==> config.mk <==
export PLATFORM = sky130hd
export DESIGN_NAME = pskf_midq
export DESIGN_NICKNAME = d
export VERILOG_FILES = /design/src/pskf_pkg.sv /design/src/pskf_midq.sv
export SDC_FILE = /design/constraint.sdc
export NUM_CORES = 1
export LEC_CHECK = 0
export ABC_CLOCK_PERIOD_IN_PS = 5500
export BUFFER_PORTS_ARGS = -buffer_cell sky130_fd_sc_hd__buf_4
export CAP_MARGIN = 20
export CORE_MARGIN = 2
export CORE_UTILIZATION = 40
export CTS_CLUSTER_DIAMETER = 120
export CTS_CLUSTER_SIZE = 28
export DETAILED_ROUTE_END_ITERATION = 6
export MAX_ROUTING_LAYER = met4
export PLACE_DENSITY_LB_ADDON = 0.05
export SYNTH_ARGS = -nofsm -noshare
export SYNTH_HDL_FRONTEND = slang
export SYNTH_SLANG_ARGS = --single-unit
==> constraint.sdc <==
create_clock -name i_clk -period 5.5 [get_ports i_clk]
set_input_delay 0.825 -clock i_clk [delete_from_list [all_inputs] [get_ports i_clk]]
set_output_delay 0.825 -clock i_clk [all_outputs]
set_load 0.01 [all_outputs]
==> src/pskf_pkg.sv <==
package pskf_pkg;

    localparam int STAGES    = 6;
    localparam int NUM_REGS  = 6;
    localparam int CFG_IDX_W = 3;
    localparam int CFG_W     = 32;

    localparam int LIFE_W    = 24;
    localparam int DIM_W     = 16;
    localparam int TIME_W    = 16;
    localparam int AGE_W     = 13;
    localparam int FQUO_W    = 12;
    localparam int NUM_W     = 28;

    localparam int FDIV_N    = FQUO_W;
    localparam int BDIV_N    = NUM_W;

    localparam int Q_DEPTH   = 4;
    localparam int Q_AW      = 2;
    localparam int Q_CW      = 3;

    localparam logic [AGE_W-1:0] AGE_ONE = 13'd4096;

    typedef logic [NUM_REGS-1:0][CFG_W-1:0] t_keys;

    typedef struct packed {
        logic              zero_tot;
        logic              over;
        logic [LIFE_W-1:0] rem;
        logic [LIFE_W-1:0] tot;
        logic [FQUO_W-1:0] quo;
        logic [DIM_W-1:0]  w;
        logic [DIM_W-1:0]  h;
    } t_fdiv;

    typedef struct packed {
        logic              applied;
        logic [DIM_W-1:0]  w;
        logic [DIM_W-1:0]  h;
        logic [AGE_W-1:0]  age;
        logic [TIME_W-1:0] t0;
        logic [TIME_W-1:0] t1;
        logic [DIM_W-1:0]  s0;
        logic [DIM_W-1:0]  s1;
    } t_mid;

    typedef struct packed {
        logic              applied;
        logic              use_s1;
        logic              neg;
        logic [DIM_W-1:0]  w;
        logic [DIM_W-1:0]  h;
        logic [DIM_W-1:0]  s0;
        logic [DIM_W-1:0]  s1;
        logic [TIME_W-1:0] d;
        logic [NUM_W-1:0]  num;
        logic [TIME_W-1:0] rem;
        logic [NUM_W-1:0]  quo;
    } t_bdiv;

    typedef struct packed {
        logic [DIM_W-1:0] width_new;
        logic [DIM_W-1:0] height_new;
        logic             segment_applied;
    } t_result;

    function automatic logic [CFG_W-1:0] key_rst(input int k);
        key_rst = 32'h10000100 + CFG_W'(k) * 32'h10000000;
    endfunction

endpackage

==> src/pskf_midq.sv <==
module pskf_midq (
    input  logic          i_clk,
    input  logic          i_rst_n,
    input  logic          i_push,
    input  pskf_pkg::t_mid i_data,
    output logic          o_full,
    input  logic          i_pop,
    output pskf_pkg::t_mid o_data,
    output logic          o_empty
);
    import pskf_pkg::*;

    t_mid            r_mem [Q_DEPTH];
    logic [Q_AW-1:0] r_wp;
    logic [Q_AW-1:0] r_rp;
    logic [Q_CW-1:0] r_cnt;

    logic            do_push;
    logic            do_pop;

    assign o_full  = (r_cnt == Q_CW'(Q_DEPTH));
    assign o_empty = (r_cnt == '0);
    assign o_data  = r_mem[r_rp];
    assign do_push = i_push && !o_full;
    assign do_pop  = i_pop && !o_empty;

    always_ff @(posedge i_clk) begin
        if (!i_rst_n) begin
            r_wp  <= '0;
            r_rp  <= '0;
            r_cnt <= '0;
        end else begin
            if (do_push) r_wp <= r_wp + 1'b1;
            if (do_pop)  r_rp <= r_rp + 1'b1;
            if (do_push && !do_pop)      r_cnt <= r_cnt + 1'b1;
            else if (do_pop && !do_push) r_cnt <= r_cnt - 1'b1;
        end
    end

    always_ff @(posedge i_clk) begin
        if (do_push) r_mem[r_wp] <= i_data;
    end

endmodule

==> results by group <==
Status
  • Outcome: finished clean

Cells and area
  • Layout fillers: 3346
  • Storage cell area: 13400 um2
  • Area occupied by multi-input gates: 2770 um2
  • Commonest non-fill, non-tap cell in the layout: edfxtp_1
  • Commonest cells after routing, fill and taps aside: edfxtp_1, buf_4, mux4_2
  • Layout net count: 971
  • Share of post-route cells with drive strength above 1: 43.52%
  • Layout area overhead: 17.64%

Worst setup path
  • Slowest-stage cell, CP: dfxtp_4
  • R2R Setup Slk: 2720 ps
  • Worst Path Required: 4680 ps
  • Worst reg-to-reg path cell count: 4
  • Crit path cell chain: buf_4 > mux4_2 > buf_4
  • Max incr delay on CP: 1010 ps
  • Crit path max fanout: 63
  • Crit Reg-Reg Startpoint: r_cnt[0]
  • Worst setup SP type: flop
  • R2r endpoint: r_mem[2][97]
  • Setup crit end kind: primary output
  • Crit path top cell by count: buf_4
  • WP data arrival: 2740 ps
  • CP delay by family, top: flip-flops
  • CP Buf/Inv Count: 2
  • Setup CP Type: flop to primary output

Hold path
  • Hold Path End: r_mem[3][46]
  • Hold WC Path Type: input pin to flop
  • Worst Hold Launch: i_data[46]
  • Hold path depth: 1

Logic synthesis
  • Synthesis Warnings: 0
  • Seq cells post-synth: 449
  • Synth Net Count: 742
  • Largest family of logic cells by synthesized area: multiplexers
  • Area leader, netlist: edfxtp_1
  • Syn Std Cell Area: 16360 um2
  • Post-synthesis cell type count: 22
  • Synth Area in Compound Gates: 0.2065%
  • XOR/XNOR Fraction of Synth Area: 0.2141%
  • Synth Area in Simple Gates: 0.6195%
  • Post-synthesis mux area share: 15.33%
  • Mean Syn Cell Area: 26.30 um2
  • Post-synthesis sequential area ratio: 81.87%
  • Yosys top cell area share: 80.76%
  • Gate Count Post-Synth: 622
  • Synth area leaders: edfxtp_1, mux4_2, dfxtp_1
  • Synth Area in Adders: 0.5048%

Floorplan
  • Core ar.: 40550 um2
  • Row count: 74
  • Die H: 206.2 um
  • Initial core utilization: 40.34%
  • Die width: 206.2 um
  • DIE AREA: 42530 um2
  • Ports: 226

Pwr
  • Leakage power: 6.241 nW
  • Worst vdd ir: 288.6 uV
  • PnR Total Power: 8.287 mW
  • PD cells: 430.6 nW/um2

Clocking
  • Post-cts hold buffer count: 0
  • Later-pin clock latency in the skew report: 540 ps
  • Clk slew on worst S/H paths: 110 ps
  • Root buf cell: clkbuf_16
  • Resized cells post-CTS: 0
  • Number of buffers created by CTS: 20
  • CTS tree: yes
  • Post-CTS setup repair buffer count: 0
  • CTS Buffer Depth: 3
  • H-tree levels: 1
  • Clk sinks: 449

STA
  • Worst Clk Skew: 32.54 ps
  • Measured slew at the worst slew-check pin: 1031 ps
  • Final slew viol count: 0
  • Setup Viol. Count Final: 0
  • Fmax: 280.6 MHz
  • Tcrit/Tclk final: 64.80%
  • Final total negative setup slack: 0 ps
  • Slew margin rel.: 31.29%
  • Crit path time final: 3564 ps
  • Final Hold Viols: 0
  • RSZ-0062 raised after global routing: false

Global route
  • Initial antenna violation count: 2
  • First-pass GRT wire length: 47310 um
  • Grt ovf: 0
  • Number of global-route vias before repair: 7580
  • GRT Overall Usage: 15.59%
  • Pin count of the biggest net entering global routing: 67

Drt
  • Vias: 7010
  • First drt pass iteration count: 5
  • Vias per cell: 5.036
  • DRT antenna net count: 0
  • Drc violations: 0
  • Total wire length: 32490 um
  • Initial drt markers: 305
  • Drt wl/cell: 23.34 um

Flow run
  • Max-cap viol count: 0

Place
  • I/O Buffers: 225
  • GPL Wtd Cong: 0.7131
  • Final HPWL DP: 19820 um
## logic make-up (layout without fill, tap and decap cells)
group,count (synthesis),count (layout)
mux,113,113
simple gates,17,17
other cells,0,3
xor+xnor,4,4
fa+ha+maj,6,6
buf+inv,29,264
compound gates,4,4
flops,449,449
## how the worst max path moves through the flow
stage,startpoint,end,slack [ps],cells after the start
global route,flop,o_data[61],1780,3
CTS,flop,o_data[61],1870,3
detailed placement,i_push,r_mem[1][35],2330,4
floorplan,i_push,r_mem[0][0],1370,3
global placement,i_push,r_mem[1][40],2390,4
finish,flop,o_data[61],1940,3
## registers in the layout (all words and copies together) (netlist names), named ones only
register	count
r_cnt	3
r_mem	440
r_wp	2
r_rp	2
## metal layers
metal / track usage [%] / part of all wire, % / vias up
li1: - / - / 3102
met1: 20.24 / 42 / 3716
met2: 25.64 / 51 / 159
met3: 3.406 / 5.7 / 33
met4: 3.061 / 1.7 / 0
met5: - / 0 / -
## power breakdown
| part | total (mW) | switching, mW | internal, mW | leakage (nW) |
|---|---|---|---|---|
| logic | 2.27 | 1.08 | 1.20 | 1.86 |
| clock network | 1.71 | 0.997 | 0.715 | 0.277 |
| registers | 4.30 | 0.156 | 4.15 | 4.11 |
## cell usage after synthesis
| cell | number |
|---|---|
| clkbuf_1 | 3 |
| nand2_1 | 4 |
| inv_1 | 3 |
| xnor2_1 | 3 |
| a21boi_0 | 1 |
| dfxtp_1 | 9 |
| and2_1 | 8 |
| nor2b_1 | 2 |
| buf_6 | 11 |
| nor3b_2 | 1 |
| ha_1 | 5 |
| fa_1 | 1 |
| o31ai_2 | 1 |
| o21ai_0 | 1 |
| xor2_1 | 1 |
| or3_1 | 1 |
| mux2i_1 | 3 |
| buf_2 | 12 |
| mux4_2 | 110 |
| nor3_1 | 1 |
| o311ai_1 | 1 |
| edfxtp_1 | 440 |
## final cells by class
cell class / instances / area share (%)
sequential: 449 / 69.63
tap: 532 / 3.459
timing repair buffer: 233 / 9.414
multi-input combinational: 144 / 14.39
clock inverter: 1 / 0.1560
antenna: 3 / 0.03901
inverter: 3 / 0.05851
clock buffer: 27 / 2.848
## metrics by stage
step	setup slack, ps	instances	hold WS (ps)	cell area (um2)	util, %
detailed placement	2329	1361	490.6	18660	46.01
CTS	1870	1389	436.1	19240	47.44
global route	1784	1391	436.2	19240	47.45
floorplan	1365	622	467.7	16360	-
finish	1936	1392	466.8	19240	47.45
global placement	2386	1361	474.4	18660	46.01
Note: power is estimated with default switching activity, not from simulation.
