===== config.mk =====
export PLATFORM = sky130hd
export DESIGN_NAME = pskf_front
export DESIGN_NICKNAME = d
export VERILOG_FILES = /design/src/pskf_pkg.sv /design/src/pskf_front.sv
export SDC_FILE = /design/constraint.sdc
export NUM_CORES = 2
export LEC_CHECK = 0
export ABC_AREA = 1
export BUFFER_PORTS_ARGS = -buffer_cell sky130_fd_sc_hd__buf_2
export CORE_AREA = 4 4 351 353
export CTS_BUF_LIST = sky130_fd_sc_hd__clkbuf_4
export DETAILED_ROUTE_END_ITERATION = 8
export DIE_AREA = 0 0 355 357
export GPL_ROUTABILITY_DRIVEN = 0
export PLACE_DENSITY = 0.64
export SYNTH_ARGS = -nofsm -noshare
export SYNTH_HDL_FRONTEND = slang
export SYNTH_SLANG_ARGS = --single-unit

===== constraint.sdc =====
create_clock -name i_clk -period 138.9 [get_ports i_clk]
set_input_delay 41.67 -clock i_clk [delete_from_list [all_inputs] [get_ports i_clk]]
set_output_delay 41.67 -clock i_clk [all_outputs]
set_load 0.02 [all_outputs]

===== src/pskf_pkg.sv =====
package pskf_pkg;

    localparam int STAGES    = 6;
    localparam int NUM_REGS  = 6;
    localparam int CFG_IDX_W = 3;
    localparam int CFG_W     = 32;

    localparam int LIFE_W    = 24;
    localparam int DIM_W     = 16;
    localparam int TIME_W    = 16;
    localparam int AGE_W     = 13;
    localparam int FQUO_W    = 12;
    localparam int NUM_W     = 28;

    localparam int FDIV_N    = FQUO_W;
    localparam int BDIV_N    = NUM_W;

    localparam int Q_DEPTH   = 4;
    localparam int Q_AW      = 2;
    localparam int Q_CW      = 3;

    localparam logic [AGE_W-1:0] AGE_ONE = 13'd4096;

    typedef logic [NUM_REGS-1:0][CFG_W-1:0] t_keys;

    typedef struct packed {
        logic              zero_tot;
        logic              over;
        logic [LIFE_W-1:0] rem;
        logic [LIFE_W-1:0] tot;
        logic [FQUO_W-1:0] quo;
        logic [DIM_W-1:0]  w;
        logic [DIM_W-1:0]  h;
    } t_fdiv;

    typedef struct packed {
        logic              applied;
        logic [DIM_W-1:0]  w;
        logic [DIM_W-1:0]  h;
        logic [AGE_W-1:0]  age;
        logic [TIME_W-1:0] t0;
        logic [TIME_W-1:0] t1;
        logic [DIM_W-1:0]  s0;
        logic [DIM_W-1:0]  s1;
    } t_mid;

    typedef struct packed {
        logic              applied;
        logic              use_s1;
        logic              neg;
        logic [DIM_W-1:0]  w;
        logic [DIM_W-1:0]  h;
        logic [DIM_W-1:0]  s0;
        logic [DIM_W-1:0]  s1;
        logic [TIME_W-1:0] d;
        logic [NUM_W-1:0]  num;
        logic [TIME_W-1:0] rem;
        logic [NUM_W-1:0]  quo;
    } t_bdiv;

    typedef struct packed {
        logic [DIM_W-1:0] width_new;
        logic [DIM_W-1:0] height_new;
        logic             segment_applied;
    } t_result;

    function automatic logic [CFG_W-1:0] key_rst(input int k);
        key_rst = 32'h10000100 + CFG_W'(k) * 32'h10000000;
    endfunction

endpackage


===== src/pskf_front.sv =====
module pskf_front (
    input  logic                                   i_clk,
    input  logic                                   i_rst_n,
    input  pskf_pkg::t_keys                        i_keys,
    input  logic                                   i_push,
    output logic                                   o_full,
    input  logic [pskf_pkg::LIFE_W-1:0]            i_life_remaining,
    input  logic [pskf_pkg::LIFE_W-1:0]            i_life_total,
    input  logic [pskf_pkg::DIM_W-1:0]             i_width_now,
    input  logic [pskf_pkg::DIM_W-1:0]             i_height_now,
    output logic                                   o_mid_push,
    output pskf_pkg::t_mid                         o_mid_data,
    input  logic                                   i_mid_full
);
    import pskf_pkg::*;

    logic             r_dv [FDIV_N+1];
    t_fdiv            r_ds [FDIV_N+1];
    t_fdiv            n_ds [FDIV_N+1];

    logic             r_av;
    logic [AGE_W-1:0] r_age;
    logic [DIM_W-1:0] r_aw;
    logic [DIM_W-1:0] r_ah;
    logic [AGE_W-1:0] n_age;

    logic             f_adv;

    function automatic t_fdiv fdiv_step(input t_fdiv s);
        t_fdiv               o;
        logic [LIFE_W:0]     t;
        logic [LIFE_W:0]     diff;
        logic                ge;
        o    = s;
        t    = {s.rem, 1'b0};
        diff = t - {1'b0, s.tot};
        ge   = (t >= {1'b0, s.tot});
        o.rem = ge ? diff[LIFE_W-1:0] : t[LIFE_W-1:0];
        o.quo = {s.quo[FQUO_W-2:0], ge};
        return o;
    endfunction

    assign f_adv  = !r_av || !i_mid_full;
    assign o_full = !f_adv;

    always_comb begin
        n_ds[0].zero_tot = (i_life_total == '0);
        n_ds[0].over     = (i_life_remaining >= i_life_total);
        n_ds[0].rem      = i_life_remaining;
        n_ds[0].tot      = i_life_total;
        n_ds[0].quo      = '0;
        n_ds[0].w        = i_width_now;
        n_ds[0].h        = i_height_now;
        for (int k = 0; k < FDIV_N; k++) begin
            n_ds[k+1] = fdiv_step(r_ds[k]);
        end
    end

    always_comb begin
        if (r_ds[FDIV_N].zero_tot) begin
            n_age = AGE_ONE;
        end else if (r_ds[FDIV_N].over) begin
            n_age = '0;
        end else begin
            n_age = AGE_ONE - {1'b0, r_ds[FDIV_N].quo};
        end
    end

    always_ff @(posedge i_clk) begin
        if (!i_rst_n) begin
            for (int k = 0; k <= FDIV_N; k++) r_dv[k] <= 1'b0;
            r_av <= 1'b0;
        end else if (f_adv) begin
            r_dv[0] <= i_push;
            for (int k = 0; k < FDIV_N; k++) r_dv[k+1] <= r_dv[k];
            r_av <= r_dv[FDIV_N];
        end
    end

    always_ff @(posedge i_clk) begin
        if (f_adv) begin
            for (int k = 0; k <= FDIV_N; k++) r_ds[k] <= n_ds[k];
            r_age <= n_age;
            r_aw  <= r_ds[FDIV_N].w;
            r_ah  <= r_ds[FDIV_N].h;
        end
    end

    always_comb begin
        logic [CFG_IDX_W-1:0] seg;
        logic [CFG_IDX_W-1:0] seg1;
        logic                 found;
        seg   = '0;
        found = 1'b0;
        for (int j = 0; j < STAGES - 1; j++) begin
            if ({3'b0, r_age} >= i_keys[j][CFG_W-1:DIM_W]) begin
                seg   = CFG_IDX_W'(j);
                found = 1'b1;
            end
        end
        seg1 = seg + 1'b1;
        o_mid_data.applied = found;
        o_mid_data.w       = r_aw;
        o_mid_data.h       = r_ah;
        o_mid_data.age     = r_age;
        o_mid_data.t0      = i_keys[seg][CFG_W-1:DIM_W];
        o_mid_data.t1      = i_keys[seg1][CFG_W-1:DIM_W];
        o_mid_data.s0      = i_keys[seg][DIM_W-1:0];
        o_mid_data.s1      = i_keys[seg1][DIM_W-1:0];
    end

    assign o_mid_push = r_av && !i_mid_full;

endmodule


==> impl_results.md <==
* Deepest clock path buffer count at 4
* Syn. warnings at 0
* Clock skew at 90.4 ps
* Sw power at 458 uW
* Power Density at 18.7 nW/um^2
* Tmin final at 87460 ps
* Clk sink count at 1155
* Vias at 43442
* RSZ-0062 raised after global routing: false
* Final Setup Violations at 0
* Top Metal Used: met5
* Post-synth EDFFs at 1145
* Hpwl dp at 100000 um
* R2r worst-path depth at 5
* Routed wl met2 at 69600 um
* Clk_lat worst skew at 1170 ps
* CORE AREA at 120000 sq um
* DRC viols at 0
* Hold EP: r_aw[11]
* Number of global-route vias before repair at 43477
* Post-Syn Area at 59700 sq um
* Finished Layout Cells at 8281
* Syn nets at 6523
* Initial core utilization at 49.8%
* Max VDD drop at 0.0000108 V
* Fin crit share at 63.0%
* FFs w/ async S/R, synth at 0%
* DP Area at 63200 sq um
* Vias per inst at 5.25
* Comb power frac at 37.0%
* FMAX at 11.4 MHz
* Final wirelength at 134000 um
* CP required at 97230 ps
* Root cell of the clock tree: clkbuf_4
* Met3 wirelength from detailed routing at 7550 um
* Max-Cap Viols at 0
* WHS Path Cells at 0
* CP Launch Type: input pin
* Layout Utilization at 55.8%
* Sequential power share at 40.9%
* Sequential fraction of the synthesis area at 57.9%
* Die area at 127000 sq um
* Main synth FF type: edfxtp_1
* Nets@finish at 7128
* Hold-fix buffers, CTS at 0
* Hold Vio Cnt, Final at 0
* Post-cts gate resize count at 0
* Htree depth at 5
* Sw frac at 36.5%
* Setup crit end kind: primary output
* Largest net degree at the start of global routing at 128
* First-pass GRT wire length at 211000 um
* Area delta synth->final at 12.0%
* Die height at 357 um
* Crit Reg-Reg Startpoint: r_av
* Setup TNS at 0 ps
* Placed cell count at 7760
* Syn Area/Cell at 10.2 sq um
* Initial drt markers at 2960
* Die X at 355 um
* # rows at 127
* Class of the worst hold path: reg2reg
* Synth unique cells at 58
* Reg-to-reg slack, setup at 133890 ps
* Leakage at 29.7 nW
* Worst-path clk slew at 80 ps
* Input/output buffers at 387
* Total GRT Usage at 20.7%
* # IOs at 388
* Met1 wire length at 49800 um
* Critical R2R Capture: r_ds[0][13]
* CTS tree: yes
* Tot Pwr at 1.25 mW
* Synth Register Bits at 1155
* Final Instance Area at 66900 sq um
* Drt wl/cell at 16.2 um
* Maximum fanout along the worst path at 127
* Final Slew Violations at 0
* Routed Antenna Nets at 0
* Setup CP Type: in2out
* Fraction of layout cells with a size suffix above 1 at 14.0%
* Clock power frac at 22.0%
* Critical path arrival at 45790 ps
* Grt ovf at 0
* First-pass DRT Iterations at 8
* Cells after synthesis at 5858
* Internal at 795 uW
* Status: finished, final reports clean
* Worst hold start: r_ds[1][403]
* Initial antenna violation count at 11
* Setup Buffers After CTS at 0
* Slew HR at 16.2%
* Least-Margin Pin Slew at 1260 ps
* Total CTS buffers at 313
-- worst max-delay path: stages --
cell	delay (ps)
buf_2	80
inv_1	50
ha_1	310
a21oi_1	150
o21ai_0	80
a22oi_1	300
nand2_1	160
nor2_4	130
buf_4	610
nand2_2	110
inv_1	140
ha_4	940
nor2_2	240
buf_4	340
nand3_1	130
nand2_1	80
buf_2	170
-- worst max-delay path by stage --
stage	slack [ps]	endpoint	depth (start not counted)	startpoint
CTS	51530	o_mid_data[14]	17	i_keys[155]
floorplan	27280	o_full	2	i_mid_full
global route	51190	o_mid_data[38]	17	i_keys[155]
finish	51440	o_mid_data[38]	17	i_keys[153]
global placement	51650	o_mid_data[14]	17	i_keys[153]
detailed placement	51530	o_mid_data[14]	17	i_keys[155]
-- registers in the layout (all words and copies together), names as in the netlist --
signal / count
r_ah: 16
r_aw: 16
r_ds: 1096
r_dv: 13
r_av: 1
r_age: 13
-- per-stage QoR --
step	setup slack, ps	hold WS, ps
2_1_floorplan	27280	400
3_3_place_gp	51650	400
3_5_place_dp	51530	405
4_1_cts	51530	378
5_1_grt	51190	381
6_report	51440	380
-- cell type report --
class	count	area [sq um]
fill	10700	52900
timing repair buffer	411	2120
tap	1612	2020
antenna	15	37.5
inverter	804	3020
multi-input combinational	3778	21500
clock inverter	54	233
sequential	1155	34600
clock buffer	452	3390
-- logic make-up (layout without fill, tap and decap cells) --
logic type,count (synthesis),count (layout),share of synthesized area (%)
simple gates,2168,2168,15.2
flops,1155,1155,57.9
compound gates,1006,1006,9.32
buf+inv,925,1721,6.12
fa+ha+maj,389,389,8.29
xor+xnor,215,215,3.17
other cells,0,15,0
-- placed cells by master (no fill, tap or decap), types with 5 or more instances in the layout --
master and instances:
nand2_1 1284, edfxtp_1 1145, inv_1 798, clkbuf_4 452, a21oi_1 393, buf_2 387
nor2_1 384, ha_1 377, o21ai_0 344, nand3_1 255, xnor2_1 129, nand4_1 87
xor2_1 85, nor3_1 63, a31oi_1 49, o21ai_1 45, clkinv_1 45, o211ai_1 37
o21a_1 35, nor4_1 32, a21o_1 26, buf_4 24, o21bai_1 16, diode_2 15
or2_2 14, o311ai_0 13, inv_2 11, a211oi_1 11, fa_1 11, nand3b_1 10
dfxtp_1 10, nand3_2 8, o22ai_1 8, nor2_2 7, and2_1 7, a21boi_0 7
o21ai_2 6, a21oi_2 5
-- metal layers --
| layer | vias up | GRT usage (%) |
|---|---|---|
| li1 | 21586 | - |
| met2 | 1372 | 37.8 |
| met5 | - | 0 |
| met1 | 19997 | 21.7 |
| met4 | 4 | 12.6 |
| met3 | 483 | 4.77 |
-- power by group through the flow --
stage / combinational [mW] / sequential, mW / clock (mW)
2_1_floorplan: 0.349 / 0.507 / 0
3_3_place_gp: 0.449 / 0.518 / 0
3_5_place_dp: 0.459 / 0.520 / 0
4_1_cts: 0.460 / 0.513 / 0.291
5_1_grt: 0.523 / 0.520 / 0.309
6_report: 0.464 / 0.513 / 0.276
-- synth_stat cells (all sizes together) (5+ instances only) --
| cell | number | area [sq um] |
|---|---|---|
| o22ai | 8 | 50.1 |
| edfxtp | 1145 | 34400 |
| nand3 | 263 | 1360 |
| nand4 | 87 | 544 |
| xnor2 | 129 | 1130 |
| nor4 | 33 | 213 |
| fa | 11 | 220 |
| dfxtp | 10 | 200 |
| a211oi | 11 | 82.6 |
| o21ai | 395 | 2000 |
| nand2 | 1289 | 4850 |
| o311ai | 13 | 114 |
| and2 | 7 | 43.8 |
| inv | 804 | 3020 |
| nor3 | 63 | 315 |
| o21bai | 16 | 120 |
| nand3b | 10 | 75.1 |
| nor3b | 5 | 42.5 |
| nor2 | 392 | 1490 |
| o211ai | 37 | 278 |
| a21oi | 398 | 2010 |
| or2 | 15 | 93.8 |
| ha | 378 | 4730 |
| clkbuf | 37 | 140 |
| buf | 84 | 495 |
| xor2 | 86 | 761 |
| o21a | 35 | 263 |
| a21o | 26 | 195 |
| a31oi | 49 | 307 |
| a21boi | 8 | 60.1 |
Power figures use the tool's default switching activity.
